==> config.mk <==
export PLATFORM = sky130hd
export DESIGN_NAME = cht_ram
export DESIGN_NICKNAME = d
export VERILOG_FILES = /design/src/sv/cht_ram.sv
export SDC_FILE = /design/constraint.sdc
export NUM_CORES = 1
export LEC_CHECK = 0
export ABC_AREA = 0
export BUFFER_PORTS_ARGS = -buffer_cell sky130_fd_sc_hd__buf_2
export CORE_MARGIN = 4
export CORE_UTILIZATION = 30
export CTS_CLUSTER_SIZE = 40
export DETAILED_ROUTE_END_ITERATION = 10
export SETUP_SLACK_MARGIN = 0.05
export SLEW_MARGIN = 20
export SYNTH_ARGS = -nofsm -noshare
export SYNTH_HDL_FRONTEND = slang
export SYNTH_SLANG_ARGS = --single-unit
export TNS_END_PERCENT = 10
==> constraint.sdc <==
create_clock -name clk -period 1.74 [get_ports clk]
set_input_delay 0.348 -clock clk [delete_from_list [all_inputs] [get_ports clk]]
set_output_delay 0.348 -clock clk [all_outputs]
set_load 0.03 [all_outputs]
==> src/sv/cht_ram.sv <==
// generic single port write, single port read ram with registered read
// no dependencies
module cht_ram #(
  parameter int W = 8,
  parameter int D = 16
) (
  input  logic                 clk,
  input  logic                 we,
  input  logic [$clog2(D)-1:0] waddr,
  input  logic [W-1:0]         wdata,
  input  logic [$clog2(D)-1:0] raddr,
  output logic [W-1:0]         rdata
);
  logic [W-1:0] mem [D];
  always_ff @(posedge clk) begin
    if (we) mem[waddr] <= wdata;
    rdata <= mem[raddr];
  end
endmodule

Yosys cells after proc, flatten, opt, wreduce, memory -nomap -nowiden. Memories as Yosys holds them, arrays and structs flattened. A register that Yosys moved wholly into a read port is not among the register bits. Cells that the tools add are included.

Flip-flop bits (word level): 0. Memory bits (writable): 128. Logic and storage cells: 3. Memories kept: 1.

Memory list: mem (depth 16, bits a word 8, rd ports 1, clocked after memory_dff 1, wr ports 1, RTL line 14) `logic [W-1:0] mem [D];`.

Multiplexer cells: 2.

Operators with widths (count): $mux 1 (2).

Longest topological paths before layout. Gate-level depths: netlist (run 1).

Depth after elaboration: 2. Mapped depth: 5. Gate-level depth less buffers: 3.

Worst setup path before layout (run 1). No wires, ideal clock.

Path kind: input-to-reg. Start: input waddr[2]. End: memory mem[0][0] (enable). Stages: 2. Arrival: 1.458 ns. Data required time: 1.357 ns. Setup slack: -0.101 ns. Path buffers: 0. Library setup time: 0.383 ns. Path through: or3b_2 -> nor3_1.

RTL lines: from (decl) (RTL line 9) `input logic [$clog2(D)-1:0] waddr,`; to (decl) (RTL line 14).

Straight into the memory's write port.

Final worst setup path (run 1).
Start: register rdata[7] (read register of mem). End: output rdata[7].

RTL lines: from (decl) (RTL line 12) `output logic [W-1:0] rdata`.

No word-level cell between the ends.

==> impl_summary.md, run 1 <==
CTS
For this design, the CTS-stage hold fixing added 0 buffers. The number of clock buffers inserted by TritonCTS is 17. After clock tree synthesis, the clock-pin slew on the worst setup and hold paths is about 0.060 ns. The worst-case clock buffer depth is 2. The post-CTS repair timing setup buffer count is 0. CTS saw 136 sinks. The number of levels the H-tree was split into is 4.

TritonCTS built the clock tree. The clock insertion delay at the later pin of the skew report is ~0.41 ns. The post-CTS resize count is 0. The root buffer selected by CTS is sky130_fd_sc_hd__clkbuf_16.

Flow run
Across the run, the number of max-cap violations was 0.

Power and ir drop
The internal power contribution is 5.78 mW. The net switching power of the design is 1.58 mW. In this run the power density over the cells is 1180 nW/um^2. The switching portion of total power is 21.4%.

Combinational cells account for under 10% of the total power. Of the total power, registers draw 50.1%. The worst ir drop on vdd is 667 uV. The total power draw is 7.35 mW.

The clock share of power is 44.6%. The leakage power of the design is 2.08 nW.

Layout
Leaving out fill and tap cells, the most frequent cells in the layout are 128 x sky130_fd_sc_hd__edfxtp_1, 25 x sky130_fd_sc_hd__buf_2, 19 x sky130_fd_sc_hd__buf_4, 18 x sky130_fd_sc_hd__mux4_2, 17 x sky130_fd_sc_hd__clkbuf_16. The number of antenna diodes in the final layout is 0. The most common library cell in the layout ignoring fill and taps is sky130_fd_sc_hd__edfxtp_1. The number of nets in the layout is 303. The post-route cell area is 6220 sq um.

The post-route netlist has 33.2% of its cells at a drive strength greater than 1. The area growth from synthesis to layout is 20.9%. At the end of the flow the core is filled with cells to 37.3%. Counting the fill cells in the layout gives around 1,600.

Timing
The part of the cycle the worst path needs is between 70% and 80%. The headroom to the max-slew limit is 45.2%. The final number of max-transition violations is 0. The minimum clock period is 1.38 ns. The maximum clock rate is 727 MHz. Summed over all failing endpoints, the final setup total negative slack is 0 ns.

The total count of hold-check failures in the final report was 0. Setup repair after global routing left no endpoint under its margin. Between clock sinks in the finished design, the worst skew comes to 0.00467 ns. For the pin with the worst max-slew slack, the measured transition is ~0.82 ns. Setup violations remaining at the end of the flow were counted as 0.

Die
The die boundary height is between 100 and 150 microns. The die boundary width is 139 microns. The die covers 19,300 sq um. The number of I/O pins is 26.

After floorplanning, the core was divided into 47 placement rows. The placeable core region is 16,700 sq um. The starting density of the core is 30.8%.

Detailed routing
Once detail routing completed, the nets flagged for antenna violations numbered 0. The detailed-route DRC error count is 0. The detailed router placed 2,421 vias in this run. The number of optimization iterations in the first detailed-route pass is 4. Using the TritonRoute via totals, the vias-per-cell ratio works out to between 4 and 5. For this block, the routed nets add up to 9900 microns of wire.

After detailed routing, the average wire length per cell comes to 19.1 microns. The number of violations reported at the end of detailed-routing iteration 0 is 235.

Worst setup path
The element type at the critical path end is an output pin. The signal arrival time at the worst endpoint is roughly 1.0 ns. The startpoint identified for the worst register-to-register timing path is mem[10][7]. The startpoint type of the worst setup path is a register. The number of buffers and inverters on the critical path is 1. The classification of the worst setup path is register to output pin. Walking the worst path, the cells encountered are buf_2. Among all stages on the critical path, the largest delay is contributed by sky130_fd_sc_hd__dfxtp_1.

At the worst endpoint, the required time is 1.39 ns. In this run the worst path has a maximum fanout of 1. The delay of the slowest critical-path stage is around 0.38 ns. The setup slack of the most critical reg-to-reg path is 0.40 ns. The critical path starts at rdata[7]. The cell family contributing the most delay on the critical path is flip-flops.

Placement
After legalization and detailed placement, the total HPWL measured between 6000 and 7000 microns. The routability-driven placement congestion ratio is 0.699. The number of port buffers is 25.

In this run the cell area measured after placement is around 5700 sq um.

GRT
The first global-routing pass estimated 15,400 microns of wire. The total overflow left after global routing is 0. Entering global routing, the biggest net connects 23 pins. The number of antenna violations at the first check in global routing is 0. For this run, the total global-route usage over all layers was measured as 10.9%.

The via count of the first global-routing pass is 2,581.

Status
The flow ran to the end, and the final reports show no timing, DRC or antenna violations.

Worst hold path
The class of the most critical hold timing path is input port to register. The worst hold path begins at wdata[0].

Synthesis
The fraction of post-synthesis cell area in the top cell type by area is 74.7%. Synthesis inferred 136 register bits. The post-synthesis net count is 247. Of all cell types, the one taking the most synthesized area is sky130_fd_sc_hd__edfxtp_1. The proportion of synthesized chip area in sequential cells is 77.8%. Counting distinct cell types in the post-synthesis netlist gives 19. The post-synthesis area per instance is 22.5 sq um.

During synthesis, Yosys emitted a total of 0 warnings. Ranked by total cell area, the synthesized netlist is headed by sky130_fd_sc_hd__edfxtp_1 75%, sky130_fd_sc_hd__mux4_2 7.9%, sky130_fd_sc_hd__mux4_1 7.1%, sky130_fd_sc_hd__dfxtp_1 3.1%, sky130_fd_sc_hd__a22oi_1 2.3%. The post-synthesis instance area is 5150 sq um. The number of instances in the synthesized netlist is around 230.
==> cell usage after synthesis <==
| cell type | number |
|---|---|
| sky130_fd_sc_hd__nand3b_1 | 2 |
| sky130_fd_sc_hd__mux4_1 | 14 |
| sky130_fd_sc_hd__dfxtp_1 | 8 |
| sky130_fd_sc_hd__edfxtp_1 | 128 |
| sky130_fd_sc_hd__nor3_1 | 4 |
| sky130_fd_sc_hd__nor2_1 | 13 |
| sky130_fd_sc_hd__buf_2 | 3 |
| sky130_fd_sc_hd__buf_6 | 3 |
| sky130_fd_sc_hd__buf_4 | 1 |
| sky130_fd_sc_hd__or3b_2 | 1 |
| sky130_fd_sc_hd__mux4_2 | 18 |
| sky130_fd_sc_hd__nand2_1 | 9 |
| sky130_fd_sc_hd__and2b_1 | 1 |
| sky130_fd_sc_hd__nor2b_1 | 1 |
| sky130_fd_sc_hd__and2_1 | 1 |
| sky130_fd_sc_hd__nand2b_1 | 2 |
| sky130_fd_sc_hd__clkdlybuf4s25_2 | 3 |
| sky130_fd_sc_hd__a22oi_1 | 16 |
| sky130_fd_sc_hd__nand3_1 | 1 |
==> per-stage QoR <==
stage | std cells | hold slack (ns) | setup slack [ns]
3_5_place_dp | 486 | 0.674 | -0.0527
5_1_grt | 518 | 0.311 | 0.298
6_report | 518 | 0.320 | 0.365
2_1_floorplan | 229 | 0.447 | 0.126
4_1_cts | 518 | 0.307 | 0.333
3_3_place_gp | 486 | 0.667 | -0.0619
==> cell type report <==
| type | instances | area (sq um) | area share [%] |
|---|---|---|---|
| sequential | 136 | 4000 | 64.3 |
| multi-input combinational | 83 | 1060 | 17.1 |
| clock buffer | 17 | 425 | 6.83 |
| timing repair buffer | 47 | 328 | 5.27 |
| tap | 220 | 275 | 4.42 |
| clock inverter | 15 | 130 | 2.09 |
==> flip-flops by register name (all words and copies together) (netlist names) <==
register / cells
rdata: 8
mem: 128
==> cell families after synthesis <==
family          share of synthesized area (%)
compound gates                           2.33
mux                                      15.0
buf+inv                                  1.68
simple gates                             3.18
flops                                    77.8
==> power by group through the flow <==
stage / Sequential, mW / Combinational, mW / Clock [mW]
2_1_floorplan: 3.79 / 0.186 / 0
3_3_place_gp: 3.75 / 0.386 / 0
3_5_place_dp: 3.75 / 0.395 / 0
4_1_cts: 3.69 / 0.396 / 3.35
5_1_grt: 3.69 / 0.421 / 3.52
6_report: 3.68 / 0.387 / 3.28
==> routing by layer <==
| metal | global-route usage [%] | part of all wire, % |
|---|---|---|
| met5 | 0 | 0 |
| met4 | 4.48 | 1.6 |
| met3 | 3.41 | 5.9 |
| met2 | 16.8 | 49 |
| met1 | 14.4 | 44 |
==> worst paths after layout <==
kind,depth (start not counted),endpoint
setup / recovery,1,rdata[7]
hold / removal,1,mem[4][0]
setup reg to reg,3,rdata[7]
hold reg to reg,3,rdata[3]
Power figures use the tool's default switching activity.
==> inputs of run 2 (changes only) <==
==> constraint.sdc (replaced) <==
create_clock -name clk -period 1.4 [get_ports clk]
set_input_delay 0.28 -clock clk [delete_from_list [all_inputs] [get_ports clk]]
set_output_delay 0.28 -clock clk [all_outputs]
set_load 0.03 [all_outputs]
==> run 2 against run 1 <==
Against the previous run:
- count of clock-buffer cells in the layout grew 3
- non-clock buffer count grew 17
- global-route usage grew 0.33 points
- die area is the same
- via count grew 3.7%
- total power grew 28%
- first-iteration DRC count shrank 20%
==> impl_summary.md, run 2 (synthesis gave the netlist of run 1 again) <==
Detailed routing
In the routed design, unresolved DRC markers number 0. The detail route stage leaves a number of antenna-violating nets equal to 0. The number of violations reported at the end of detailed-routing iteration 0 is 188. The routed layout has approximately 2,500 vias.

The final routed wire length divided by cell count is 19.1 microns. The first detailed-routing pass ran for 4 iterations. Summed over all layers, the routed wires come to 10,200 microns. Using the TritonRoute via totals, the vias-per-cell ratio works out to 4.69.

Die
Once the floorplan was initialized, standard cells occupied 30.8% of the core. The placement row count is 47. The floorplan step set the die height to between 100 and 150 microns. The die is 139 microns wide. The area enclosed by the die boundary is slightly below 20,000 sq um.

The number of I/O pins is 26. The core region is 16,700 sq um.

Layout
The number of nets in the layout is 320. The area growth from synthesis to layout is 25.2%. The post-route cell area is 6440 sq um. Leaving out fill and tap cells, the most frequent cell in the layout is sky130_fd_sc_hd__edfxtp_1. The share of layout cells above drive strength 1 is 40.0%. The register with the most flip-flops in the layout has 128 of them. The largest registers in the layout are mem (128), rdata (8). The library cells used most frequently in the layout, excluding fill and tap cells, are 128 x sky130_fd_sc_hd__edfxtp_1, 34 x sky130_fd_sc_hd__buf_4, 24 x sky130_fd_sc_hd__buf_2, 20 x sky130_fd_sc_hd__mux4_2, 17 x sky130_fd_sc_hd__clkbuf_16. Ranked by flip-flop count, first place goes to mem. The number of antenna diodes in the final layout is 0.

Power and ir drop
In this run switching power makes up 20.3% of total power. The sequential group share of total power is 48.8%. The internal portion of the total power is 7.48 mW. The total power draw is 9.38 mW. The analysis attributes to cell leakage a power of 2.20 nW.

IR analysis of the VDD net gives a maximum drop of 1050 uV. The combinational fraction of design power is 5.6%. In this run the power spent charging and discharging nets is 1.90 mW. The clock network is responsible for a little under half of the overall power. The cell area power density is 1460 nW/um^2.

Placement
Detailed placement ended at an HPWL of 6810 microns. The congestion estimate from routability-driven global placement came to 0.738. After detailed placement, the total cell area comes to just under 6000 sq um. The number of port buffers is 25.

Worst setup path
STA classifies the critical path startpoint as a register. The endpoint identified for the worst register-to-register timing path is rdata[2]. In this run the worst setup path begins at mem[1][2]. Following the worst setup path forward leads to its endpoint at rdata[2].

The launch point of the worst reg-to-reg path is mem[1][2]. The critical path in this run is classified as register to register. Data arrives at the worst endpoint at ~1.6 ns. Setup slack on the worst reg-to-reg path comes out at 0.06 ns. Counting cells, the worst reg-to-reg path comes to 3. Of all nets on the critical path, the largest fanout is 1. The element type at the critical path end is a register. At the worst endpoint, the required time is about 1.7 ns.

Flow run
Across the run, the number of max-cap violations was 0.

Worst hold path
The tightest min-delay check is of the input port to register type.

GRT
The first global-routing pass estimated 15,900 microns of wire. The maximum number of pins on one net before global-route repair is 21. The global router's overall resource usage is 11.2%. The via count of the first global-routing pass is 2,698. The number of antenna violations at the first check in global routing is 0.

Global routing finished with a remaining overflow of 0.

CTS
After clock tree synthesis, the flow added hold-fix buffers numbering 0. CTS built an H-tree with a depth of 4. The worst-case clock buffer depth is 2. The clock insertion delay at the later pin of the skew report is roughly 0.41 ns. CTS placed an instance of sky130_fd_sc_hd__clkbuf_16 at the clock tree root. The clock sink count is 136. After clock tree synthesis, the clock-pin slew on the worst setup and hold paths is 0.06 ns. Clock tree synthesis inserted a total of 17 buffers. The CTS tree is yes.

Timing
Headroom to the max-slew limit came out at 35.3%. After layout, the worst path uses 95.5% of the clock period. The total count of hold-check failures in the final report is 0. The final number of setup-violating endpoints is 0. At the pin with the least slew margin, the transition time is approximately 0.97 ns. Between clock sinks in the finished design, the worst skew comes to 0.00943 ns. After layout, the minimum clock period comes to 1.34 ns. The final number of max-transition violations is 0. Setup repair after global routing could not meet its margin everywhere. The maximum clock rate is 748 MHz.

Status
The run finished with clean final reports.
## run 2: cell types whose count changed in the layout (fill, tap and decap cells not counted), sizes merged
cell	delta
clkinvlp	-3
buf	+16
bufinv	+1
clkbuf	+4
inv	-1
## run 2: power by group through the flow
stage          combinational [mW]  sequential, mW  clock (mW)
2_1_floorplan               0.235            4.71           0
3_3_place_gp                0.513            4.66           0
3_5_place_dp                0.523            4.67           0
4_1_cts                     0.528            4.58        4.33
5_1_grt                     0.571            4.59        4.56
6_report                    0.528            4.58        4.27
## run 2: metal layers
metal	wire, microns	vias to the layer above	share of wire, %	track usage, %
met4	80	0	0.78	3.09
met1	4750	1324	46	15.0
met2	5000	58	49	17.5
met5	0	-	0	0
met3	403	6	3.9	3.90
li1	-	1122	-	-
## run 2: stage by stage
step	setup TNS, ns	util, %	worst slack [ns]	std cells	hold WS, ns
after floorplan	-0.687	-	-0.0716	229	0.379
after global placement	-6.80	35.0	-0.326	503	0.654
after detailed placement	-7.75	35.0	-0.338	503	0.661
after CTS	0	38.5	0.00619	535	0.253
after global routing	0	38.6	0.0281	535	0.255
final	0	38.6	0.0633	535	0.261
## run 2: timing repair
action	in CTS	in global routing
setup buffers	0	0
endpoints found under the setup margin	4	8
resized for setup	1	7
pin swaps	0	4
## run 2: worst max-delay path: stages, from the launching register on
cell	delay, ns
sky130_fd_sc_hd__edfxtp_1	0.35
sky130_fd_sc_hd__mux4_1	0.50
sky130_fd_sc_hd__a22oi_1	0.29
sky130_fd_sc_hd__nand2_1	0.08
## run 2: final cells by class
cell class                      count  area (sq um)
Clock inverter                     12           125
Fill cell                        1487         10300
Sequential cell                   136          4000
Timing Repair Buffer               64           483
Tap cell                          220           275
Multi-Input combinational cell     83          1100
Clock buffer                       20           457
## run 2: worst min-delay path by stage
stage          depth (start not counted)       start  slack [ns]   endpoint
2_1_floorplan                          0    wdata[0]        0.38  mem[0][0]
3_3_place_gp                           3  mem[11][2]        0.65   rdata[2]
3_5_place_dp                           3  mem[15][0]        0.66   rdata[0]
4_1_cts                                1    wdata[0]        0.25  mem[9][0]
5_1_grt                                1    wdata[2]        0.26  mem[8][2]
6_report                               1    wdata[3]        0.26  mem[9][3]
