File: config.mk
export PLATFORM = sky130hd
export DESIGN_NAME = cht_mod
export DESIGN_NICKNAME = d
export VERILOG_FILES = /design/src/sv/cht_pkg.sv /design/src/sv/cht_mod.sv
export SDC_FILE = /design/constraint.sdc
export NUM_CORES = 1
export LEC_CHECK = 0
export BUFFER_PORTS_ARGS = -buffer_cell sky130_fd_sc_hd__buf_2
export CORE_UTILIZATION = 25
export CTS_CLUSTER_DIAMETER = 30
export DETAILED_ROUTE_END_ITERATION = 10
export GPL_TIMING_DRIVEN = 0
export SYNTH_ARGS = -nofsm -noshare
export SYNTH_HDL_FRONTEND = slang
export SYNTH_SLANG_ARGS = --single-unit
File: constraint.sdc
create_clock -name clk -period 3.1 [get_ports clk]
set_input_delay 0.62 -clock clk [delete_from_list [all_inputs] [get_ports clk]]
set_output_delay 0.62 -clock clk [all_outputs]
set_load 0.005 [all_outputs]
File: src/sv/cht_pkg.sv
// package for the chained hash table: sizes, opcodes, status codes, fsm states
// no dependencies
package cht_pkg;
  localparam int BucketsDef = 256;
  localparam int NodesDef   = 1024;
  localparam int KeyW       = 31;
  localparam int ValW       = 64;
  localparam int CfgW       = 9;
  localparam int BucketOutW = 8;
  localparam logic [CfgW-1:0] TableSizeRst = 9'd179;

  localparam logic [1:0] FuncInsert = 2'd0;
  localparam logic [1:0] FuncSearch = 2'd1;
  localparam logic [1:0] FuncRemove = 2'd2;
  localparam logic [1:0] FuncUnused = 2'd3;

  localparam logic [1:0] StDone    = 2'd0;
  localparam logic [1:0] StMiss    = 2'd1;
  localparam logic [1:0] StFull    = 2'd2;

  typedef enum logic [3:0] {
    S_CLEAR, S_IDLE, S_MOD, S_HEAD, S_FREE, S_WALK, S_NODE, S_FIX, S_OUT
  } state_t;
endpackage

File: src/sv/cht_mod.sv
// iterative key modulo table size, one quotient bit per cycle
// depends on cht_pkg
module cht_mod
  import cht_pkg::*;
#(
  parameter int BW = 8
) (
  input  logic            clk,
  input  logic            rst_n,
  input  logic            start,
  input  logic [KeyW-1:0] key,
  input  logic [BW:0]     modulus,
  output logic            done,
  output logic [BW-1:0]   rem
);
  localparam int CW = $clog2(KeyW + 1);
  logic [KeyW-1:0] sh_r, sh_nxt;
  logic [BW:0]     rem_r, rem_nxt;
  logic [CW-1:0]   cnt_r, cnt_nxt;
  logic            busy_r, busy_nxt;
  logic [BW+1:0]   trial;

  always_comb begin
    sh_nxt = sh_r; rem_nxt = rem_r; cnt_nxt = cnt_r; busy_nxt = busy_r;
    trial = {rem_r, sh_r[KeyW-1]};
    if (start) begin
      sh_nxt = key; rem_nxt = '0; cnt_nxt = CW'(KeyW); busy_nxt = 1'b1;
    end else if (busy_r) begin
      // remainder stays below modulus so one compare and subtract per bit
      if (trial >= {1'b0, modulus}) rem_nxt = (BW+1)'(trial - {1'b0, modulus});
      else rem_nxt = trial[BW:0];
      sh_nxt = sh_r << 1;
      cnt_nxt = cnt_r - 1'b1;
      if (cnt_r == CW'(1)) busy_nxt = 1'b0;
    end
  end

  always_ff @(posedge clk) begin
    if (!rst_n) begin
      busy_r <= 1'b0; cnt_r <= '0;
    end else begin
      busy_r <= busy_nxt; cnt_r <= cnt_nxt;
    end
    sh_r <= sh_nxt; rem_r <= rem_nxt;
  end

  assign done = busy_r && cnt_r == CW'(1) && !start;
  assign rem  = rem_nxt[BW-1:0];
endmodule

== Yosys cells after proc, flatten, opt, wreduce, memory -nomap -nowiden ==
Cells that the tools add are included.
Storage, ports and cells
  input bits: 43
  memory bits (writable): 0
  ROM bits: 0
  word-level logic and storage cells: 23
  bits in latches: 0
  output and inout bits: 9
  register bits: 46
  memories kept: 0
Operators by class
  reductions and logical operators: 4
  shifts and indexed selects: 0
  multipliers: 0
  $lt $le $gt $ge: 1
  bitwise operators: 0
  mux-type cells: 10
  divide/modulo/power cells: 0
  add/sub/neg operators: 2
  eq/ne operators: 1
Operators by type and width (number)
  31-bit two-way mux: 2
  8-bit two-way mux: 2
  10-bit by 9-bit greater-or-equal comparator with 1-bit output: 1
  5-bit two-way mux: 2
  9-bit two-way mux: 1
  9-bit subtractor: 1
  5-bit by 1-bit equality test with 1-bit output, second input constant: 1
  5-bit by 1-bit subtractor with 5-bit output, second input constant: 1
  1-bit two-way mux: 3
  1-bit logical AND: 2
  2-bit nonzero test: 1
  1-bit logical NOT: 1

== Longest topological paths before layout ==
Gate-level depths: netlist of run 1.
  depth after elaboration: 4
  depth in mapped cells: 8
  mapped depth without buffers: 8

== Worst setup path after synthesis of run 1 ==
Ideal clock, no wire load.
  kind: input -> output
  start point: input modulus[0]
  end point: output rem[0]
  buffers on the path: 0
  arrival time: 2378 ps
  data required time: 2480 ps
  stages on the path: 7
  setup slack: 102 ps
  cell sequence: ha_1 -> fa_1 -> nor2b_1 -> o2111ai_1 -> a31o_4 -> and4_1 -> a311oi_1
Between the ends
  word-level cells in the longest chain between the ends: 4
  elaborated cells on any way between the ends: 5
  those cells by class: add/sub (1); order compare (1); mux (3)
RTL lines
  from (decl): RTL line cht_mod.sv:12  | input logic [BW:0] modulus,
  9-bit subtractor or 10-bit by 9-bit greater-or-equal comparator with 1-bit output (tied branches): RTL line cht_mod.sv:30  | if (trial >= {1'b0, modulus}) rem_nxt = (BW+1)'(trial - {1'b0, modulus});
  9-bit two-way mux *: RTL line cht_mod.sv:30
  8-bit two-way mux *: RTL line cht_mod.sv:28  | end else if (busy_r) begin
  8-bit two-way mux *: RTL line cht_mod.sv:26  | if (start) begin
  to (decl): RTL line cht_mod.sv:14  | output logic [BW-1:0] rem
Every way passes the cells marked *; elsewhere a longest branch is shown, timed or not.

== Final worst setup path of run 1 ==
  start point: register sh_r[30]
  end point: output rem[0]
Between the ends
  word-level cells in the longest chain between the ends: 4
  elaborated cells on any way between the ends: 5
  those cells by class: add/sub (1); order compare (1); mux (3)
RTL lines
  from (decl): RTL line cht_mod.sv:17  | logic [KeyW-1:0] sh_r, sh_nxt;
  from (signal assigned): RTL line cht_mod.sv:44  | sh_r <= sh_nxt; rem_r <= rem_nxt;
  9-bit subtractor or 10-bit by 9-bit greater-or-equal comparator with 1-bit output (tied branches): RTL line cht_mod.sv:30
  9-bit two-way mux *: RTL line cht_mod.sv:30
  8-bit two-way mux *: RTL line cht_mod.sv:28
  8-bit two-way mux *: RTL line cht_mod.sv:26
Marks and branches as above.

==> results of run 1 <==
-- final cells by class --
| cell class | instances | area share |
|---|---|---|
| well taps | 133 | 0.0515 |
| clock inverters | 2 | 0.00426 |
| clock buffers | 6 | 0.0224 |
| multi-input cells | 148 | 0.407 |
| flip-flops and latches | 46 | 0.381 |
| repair buffers | 60 | 0.104 |
| inverters | 15 | 0.0174 |
| plain buffers | 8 | 0.0128 |
-- power groups by stage --
| stage | clock network [mW] | logic [mW] | registers [mW] |
|---|---|---|---|
| after detailed placement | 0 | 0.253 | 0.761 |
| after floorplan | 0 | 0.182 | 0.752 |
| after global routing | 0.415 | 0.331 | 0.754 |
| final | 0.367 | 0.299 | 0.746 |
| after global placement | 0 | 0.247 | 0.759 |
| after CTS | 0.392 | 0.286 | 0.747 |
-- flip-flops by register name (all words and copies together), names as in the netlist --
signal	count
busy_r	1
rem_r	9
cnt_r	5
sh_r	31
-- worst max-delay path, stage by stage (launching register included) --
cell and delay (ns):
edfxtp_1 0.36, inv_2 0.07, ha_4 0.16, fa_2 0.36
nor2b_4 0.17, o2111ai_4 0.16, a31o_4 0.29, and4_1 0.18
a311oi_2 0.33, buf_2 0.18
-- kinds of logic after synthesis --
kind of cell / synth area share
XOR/XNOR: 0.0278
AO/OA/AOI/OAI: 0.144
flip-flops: 0.489
multiplexers: 0.134
buffers and inverters: 0.0388
AND/OR/NAND/NOR: 0.104
adder cells (fa/ha/maj): 0.0626
-- metrics by stage --
step | instances | utilization | area [sq um]
6_report | 418 | 0.331 | 3230
5_1_grt | 418 | 0.331 | 3230
4_1_cts | 414 | 0.325 | 3170
3_5_place_dp | 400 | 0.300 | 2930
3_3_place_gp | 400 | 0.300 | 2930
2_1_floorplan | 217 | - | 2520
-- routing by layer --
metal / global-route usage / part of all wire / wire, um
met5: 0 / 0 / 0
met4: 0.0396 / 0.018 / 99
met3: 0.0328 / 0.058 / 322
met2: 0.184 / 0.48 / 2680
met1: 0.141 / 0.44 / 2470
-- worst max path at each step --
| stage | from | to | slack, ns | cells past startpoint |
|---|---|---|---|---|
| 2_1_floorplan | modulus[0] | rem[0] | 0.10 | 7 |
| 3_3_place_gp | modulus[0] | rem[3] | -0.47 | 9 |
| 3_5_place_dp | modulus[0] | rem[3] | -0.46 | 9 |
| 4_1_cts | sh_r[30] | rem[0] | -0.05 | 9 |
| 5_1_grt | sh_r[30] | rem[0] | -0.16 | 9 |
| 6_report | sh_r[30] | rem[0] | -0.08 | 9 |
-- what timing repair did --
item                                    4_1_cts  5_1_grt
hold buffers                                  0        0
setup buffers                                 6        4
pin swaps                                    12       10
endpoints found under the setup margin        8        8
gates resized for setup                      20        6
-- synthesized netlist by cell type, drive strengths merged, types with 5 or more instances --
cell type / count / share of area
a21oi: 7 / 0.014
buf: 5 / 0.012
dfxtp: 15 / 0.12
edfxtp: 31 / 0.37
ha: 11 / 0.055
inv: 15 / 0.022
mux2: 30 / 0.13
nand2: 11 / 0.016
nand3: 5 / 0.0099
nor2: 11 / 0.016
o21a: 5 / 0.015
o21ai: 8 / 0.016
xor2: 5 / 0.017
==> results.tsv, run 1 <==
metric	value	unit
pwr/cell area	437	nW/um^2
DR pass1 iterations	4	
TritonCTS Sinks	46	
Final min period	3.18	ns
Post-Syn Area	2520	sq um
CP arrival	2.56	ns
sequential fraction of the synthesis area	0.489	
power share of the clock group	0.260	
Reg2Reg Launch Point	sh_r[30]	
Final Hold Viols	0	
RePlAce Congestion	0.828	
Post-Route Setup TNS	-0.169	ns
share of cells above drive strength 1	0.432	
Synth Flop Type	edfxtp_1	
largest net degree at the start of global routing	32	
Worst-path clk slew	0.09	ns
Gate power share	0.212	
Fmax achieved	0.315	GHz
DRC violations left	0	
Req. time, crit path	2.48	ns
initial antenna violation count	0	
Slew @ Worst Pin	1.16	ns
antenna cell count	0	
crit-path max FO	6	
Hold Crit Class	reg2reg	
clk root buf	clkbuf_8	
commonest non-fill, non-tap cells in the layout	buf_2 (52), edfxtp_1 (31), mux2_2 (30), dfxtp_1 (15), inv_1 (14)	
initial cell density of the core	0.258	
most common cell after layout, fill and taps aside	buf_2	
CP startpoint kind	register	
CTS H-tree lvls	2	
nets	339	
P_leak	1.32	nW
number of enable flip-flop cells after synthesis	31	
DP HPWL	3910	um
Mean Syn Cell Area	11.6	sq um
Slew headroom	0.223	
sw power	0.381	mW
net switching fraction of the power	0.270	
drt wl/cell	13.3	um
failing checks	setup timing	
Final Max Tran Viols	0	
Yosys reg bits	46	
vias in the first global route	1895	
drt via density	4.66	
die area	10500	sq um
setup ws final	-0.0788	ns
Critical Path Sink Type	primary output	
share of power burned in registers	0.529	
Reg area	1230	sq um
Synth cell types	53	
Clk Latency, worst-skew pair	0.30	ns
CTS buffer count	5	
Routed Antenna Nets	0	
fillers	1015	
final WL	5570	um
Hold Path Depth	1	
clk buf depth	2	
CTS tree	done	
Max Cap Viol	0	
multi-input gate area in the final layout	1320	sq um
first-pass GRT wire length	9080	um
clk_skew	0.0115	ns
reg2reg end	rem_r[0]	
Setup WS pre-CTS	-0.456	ns
Hold WS	0.556	ns
via count	1948	
row cnt	36	
Internal	1.03	mW
Placeable Area	9770	sq um
period utilization	1.03	
Gate Count Post-Synth	217	
worst hold endpoint	sh_r[18]	
Worst Hold Launch	sh_r[17]	
Post-Syn Nets	272	
critical setup path kind	reg2out	
worst reg-to-reg setup slack	0.91	ns
Vert. Die Dim	102	um
total track usage	0.112	
status	finished with violations	
Final setup violation count	3	
Port Buffers	50	
unrepaired setup endpoints after global routing	true	
warnings from Yosys	0	
initial detailed-routing violation count	82	
Register-to-Register Path Depth	8	
asr flop ratio synth	0	
I/O pins	52	
Syn-to-layout area delta	28.5	%
Die X	102	um
total grt overflow	0	
total power	1.41	mW
maximum VDD drop	155	uV
No activity file was read; power rests on OpenSTA's default activity.
==> run 2, diff against run 1 <==
- CORE_MARGIN: not set -> 4
- MAX_ROUTING_LAYER: not set -> met4
==> run 2 against run 1 <==
  * The run still ends with setup timing left
  * Clock-buffer cell count down 1
  * First-iteration DRC count down 32%
  * Sequential share of layout area decreased by 0.82 points
  * Non-clock buffer count is 5 higher
  * Utilization increased by 0.73 points
==> results.tsv, run 2 (same netlist as run 1, synthesis figures left out) <==
metric	value	unit
status	finished with violations	
failing checks	setup timing	
Clk Latency, worst-skew pair	0.30	ns
Slew @ Worst Pin	1.18	ns
DP HPWL	4160	um
I/O pins	52	
CP arrival	2.48	ns
CTS tree	done	
Critical Path Sink Type	primary output	
Final min period	3.10	ns
final WL	5970	um
Hold Crit Class	reg2reg	
TritonCTS Sinks	46	
via count	1937	
Routed Antenna Nets	0	
pwr/cell area	435	nW/um^2
share of cells above drive strength 1	0.452	
period utilization	1.00	
unrepaired setup endpoints after global routing	true	
Cell Count, Final, Fillers Out	423	
Placed Cells	400	
vias in the first global route	1897	
Max Cap Viol	0	
highest metal used	met4	
DRT met1 WL	2640	um
largest net degree at the start of global routing	32	
CP startpoint kind	input pin	
critical setup path kind	in2out	
fillers	1008	
Largest Register	sh_r	
final design utilization	0.338	
RePlAce Congestion	0.780	
CTS buffer count	5	
initial antenna violation count	0	
Final Hold Viols	0	
Slew headroom	0.213	
Reg area	1230	sq um
crit-path max FO	2	
Worst-path clk slew	0.09	ns
first-pass GRT wire length	9180	um
met3 WL	289	um
initial detailed-routing violation count	56	
clk root buf	clkbuf_8	
die area	11700	sq um
total grt overflow	0	
maximum VDD drop	194	uV
metal2 WL	2950	um
total track usage	0.102	
Final Max Tran Viols	0	
Largest register FFs	31	
antenna cell count	0	
Hold WS	0.556	ns
Placeable Area	9770	sq um
row cnt	36	
Top Registers	sh_r: 31 flops, rem_r: 9 flops, cnt_r: 5 flops	
DR pass1 iterations	4	
Final setup violation count	1	
post-route cell area	3310	sq um
clk buf depth	2	
setup ws final	-0.00187	ns
multi-input gate area in the final layout	1340	sq um
P_leak	1.34	nW
drt wl/cell	14.1	um
commonest non-fill, non-tap cells in the layout	buf_2 (52), edfxtp_1 (31), mux2_2 (30), dfxtp_1 (15), inv_1 (14)	
CTS H-tree lvls	2	
Fmax achieved	0.322	GHz
DP Area	2930	sq um
initial cell density of the core	0.258	
Post-Route Setup TNS	-0.00187	ns
Vert. Die Dim	108	um
clk_skew	0.00982	ns
Die X	108	um
hold_buf cts	0	
DRC violations left	0	
Req. time, crit path	2.48	ns
Syn-to-layout area delta	31.3	%
most common cell after layout, fill and taps aside	buf_2	
Port Buffers	50	
drt via density	4.58	
nets	344	
run 2: cell count changes in the layout (fill, tap and decap cells not counted), sizes merged:
cell	previous run	this run
buf	65	70
clkbuf	9	8
clkinvlp	0	1
run 2: path summary, 6_finish.rpt:
| check | from | endpoint | cells after the start | slack (ns) |
|---|---|---|---|---|
| setup / recovery | modulus[0] | rem[4] | 11 | -0.002 |
| setup reg to reg | sh_r[30] | rem_r[8] | 10 | 0.95 |
| hold / removal | sh_r[3] | sh_r[4] | 1 | 0.56 |
| hold reg to reg | sh_r[3] | sh_r[4] | 1 | 0.56 |
run 2: final cells by class:
type / instances / share of cell area
tap: 133 / 0.0503
sequential: 46 / 0.372
buffer: 8 / 0.0125
clock buffer: 5 / 0.0208
clock inverter: 3 / 0.00643
inverter: 15 / 0.0170
multi-input combinational: 148 / 0.407
timing repair buffer: 65 / 0.114
run 2: through the flow:
stage	power [mW]	worst slack (ns)
finish	1.44	-0.00187
global route	1.52	-0.0829
CTS	1.43	-0.0675
detailed placement	1.01	-0.464
global placement	1.01	-0.472
floorplan	0.933	0.102
run 2: what timing repair did:
item | in CTS | in global routing
setup buffers | 8 | 7
endpoints found under the setup margin | 8 | 8
pin swaps | 13 | 9
gates resized for setup | 24 | 7
run 2: worst max-delay path: stages:
cell and delay [ns]:
buf_6 0.10, ha_4 0.15, fa_2 0.37, nor2b_4 0.16, buf_4 0.13, buf_4 0.10, o22ai_1 0.09, xnor2_1 0.17
o21ai_1 0.12, a311oi_2 0.31, buf_2 0.17
run 2: per-layer routing:
| layer | up-vias | track usage |
|---|---|---|
| li1 | 956 | - |
| met1 | 928 | 0.123 |
| met2 | 43 | 0.171 |
| met3 | 10 | 0.0257 |
| met4 | 0 | 0.0234 |
| met5 | - | - |
run 2: power breakdown:
group	switching [mW]	internal, mW
logic	0.154	0.161
clock network	0.216	0.159
registers	0.0244	0.723
total	0.395	1.04
==> run 3, diff against run 2 <==
- ABC_CLOCK_PERIOD_IN_PS: not set -> 3100
- SETUP_SLACK_MARGIN: not set -> 0.5
==> run 3 against run 2 <==
  * Highest routed layer unchanged
  * Critical path depth down 2
  * Largest power group unchanged
  * Combinational power is 3% higher
  * Routed wire length is 1.5% lower
  * The run now ends clean
  * Flip-flop and latch count unchanged
  * Clock skew is essentially flat
  * Hold slack worse by 0.0024 ns
  * Clock power shrank 6.7%
  * Global-route usage shrank 0.38 points
  * Cell count is 0.24% lower
  * Maximum frequency is 1.0% higher
==> results.tsv, run 3 (same netlist as run 1, synthesis figures left out) <==
metric	value	unit
maximum VDD drop	228	uV
most common cell after layout, fill and taps aside	buf_2	
Final min period	3.07	ns
Cell Count, Final, Fillers Out	422	
Slew @ Worst Pin	1.17	ns
clk root buf	clkbuf_8	
status	finished, final reports clean	
Placeable Area	9770	sq um
power share of the clock group	0.246	
slowest stage delay, CP	0.36	ns
first-pass GRT wire length	9030	um
CP arrival	2.45	ns
pwr/cell area	422	nW/um^2
CP max-delay cell	fa_2	
DRC violations left	0	
Vert. Die Dim	108	um
Worst-path clk slew	0.08	ns
Largest register FFs	31	
vias in the first global route	1912	
row cnt	36	
CTS buffer count	5	
Port Buffers	50	
P_leak	1.35	nW
unrepaired setup endpoints after global routing	true	
Largest Register	sh_r	
Slew headroom	0.222	
crit-path max FO	7	
worst path cell trace	buf_8 > ha_4 > fa_2 > nor2b_4 > o2111ai_4 > a31o_4 > and4_1 > a311oi_2 > buf_2	
Top delay family on crit path	compound AO/OA/AOI/OAI gates	
die area	11700	sq um
initial detailed-routing violation count	58	
sw power	0.379	mW
hold_buf cts	0	
antenna cell count	0	
Top Registers	sh_r: 31 flops, rem_r: 9 flops, cnt_r: 5 flops	
share of cells above drive strength 1	0.474	
total track usage	0.0980	
DP HPWL	4210	um
clk buf depth	2	
drt wl/cell	13.9	um
initial antenna violation count	0	
fillers	997	
Syn-to-layout area delta	33.8	%
Placed Cells	400	
Hold Crit Class	reg2reg	
net switching fraction of the power	0.267	
Clk Latency, worst-skew pair	0.29	ns
Final setup violation count	0	
Internal	1.04	mW
RePlAce Congestion	0.806	
via count	1958	
DR pass1 iterations	4	
Fmax achieved	0.326	GHz
Req. time, crit path	2.48	ns
met1 GRT Util	0.124	
Setup WS pre-CTS	-0.230	ns
critical setup path kind	in2out	
setup ws final	0.0292	ns
final WL	5880	um
I/O pins	52	
clk_skew	0.00995	ns
Final Hold Viols	0	
commonest non-fill, non-tap cells in the layout	buf_2 (51), edfxtp_1 (31), mux2_2 (30), dfxtp_1 (15), inv_1 (13)	
period utilization	0.991	
total power	1.42	mW
TritonCTS Sinks	46	
initial cell density of the core	0.258	
Die X	108	um
total grt overflow	0	
Final Max Tran Viols	0	
grt met2 use	0.162	
Critical Path Sink Type	primary output	
CP startpoint kind	input pin	
drt via density	4.64	
nets	343	
Max Cap Viol	0	
CTS H-tree lvls	2	
final design utilization	0.345	
met3 global-route usage	0.0143	
Gate power share	0.228	
Hold WS	0.554	ns
share of power burned in registers	0.526	
largest net degree at the start of global routing	32	
Routed Antenna Nets	0	
CTS tree	done	
Most Used Layer, Global Route	met2	
Buf/Inv on CP	2	
[run 3: path summary, 6_finish.rpt]
| check | start | to | slack, ns | cells after the start |
|---|---|---|---|---|
| worst max-delay path | modulus[0] | rem[0] | 0.03 | 9 |
| worst min-delay path | sh_r[19] | sh_r[20] | 0.55 | 1 |
| worst max register to register | sh_r[30] | rem_r[8] | 0.86 | 10 |
| worst min register to register | sh_r[19] | sh_r[20] | 0.55 | 1 |
[run 3: worst reg2reg max path, delay by kind of cell, from the launching register on]
family | cells | cell delay (ns)
fa+ha+maj | 2 | 0.52
simple gates | 2 | 0.31
flops | 1 | 0.35
compound gates | 3 | 0.58
buf+inv | 3 | 0.37
[run 3: layer usage]
layer | wire length, um | share of wire | vias up
met1 | 2640 | 0.45 | 934
met5 | 0 | 0 | -
met2 | 2940 | 0.50 | 52
met3 | 179 | 0.030 | 12
li1 | - | - | 960
met4 | 118 | 0.020 | 0
[run 3: layout make-up]
class                      instances  area, sq um  share of cell area
inverter                          15         56.3              0.0167
clock inverter                     2         8.76             0.00260
timing repair buffer              64          395               0.117
clock buffer                       6         72.6              0.0215
sequential                        46         1230               0.366
multi-input combinational        148         1400               0.415
buffer                             8         41.3              0.0123
tap                              133          166              0.0494
[run 3: what timing repair did]
item                                    in CTS  in global routing
gates resized for setup                     16                 17
endpoints found under the setup margin       8                  8
setup buffers                               11                  3
pin swaps                                   13                  8
[run 3: metrics by stage]
stage          setup TNS [ns]  area, sq um
2_1_floorplan               0         2580
3_3_place_gp            -1.30         3000
3_5_place_dp            -1.33         3000
4_1_cts                     0         3240
5_1_grt                -0.199         3370
6_report                    0         3370
[run 3: power by group through the flow]
stage	Combinational (mW)	Sequential [mW]	Clock, mW
floorplan	0.196	0.752	0
global placement	0.264	0.758	0
detailed placement	0.270	0.761	0
CTS	0.300	0.747	0.366
global route	0.357	0.753	0.390
finish	0.324	0.747	0.350
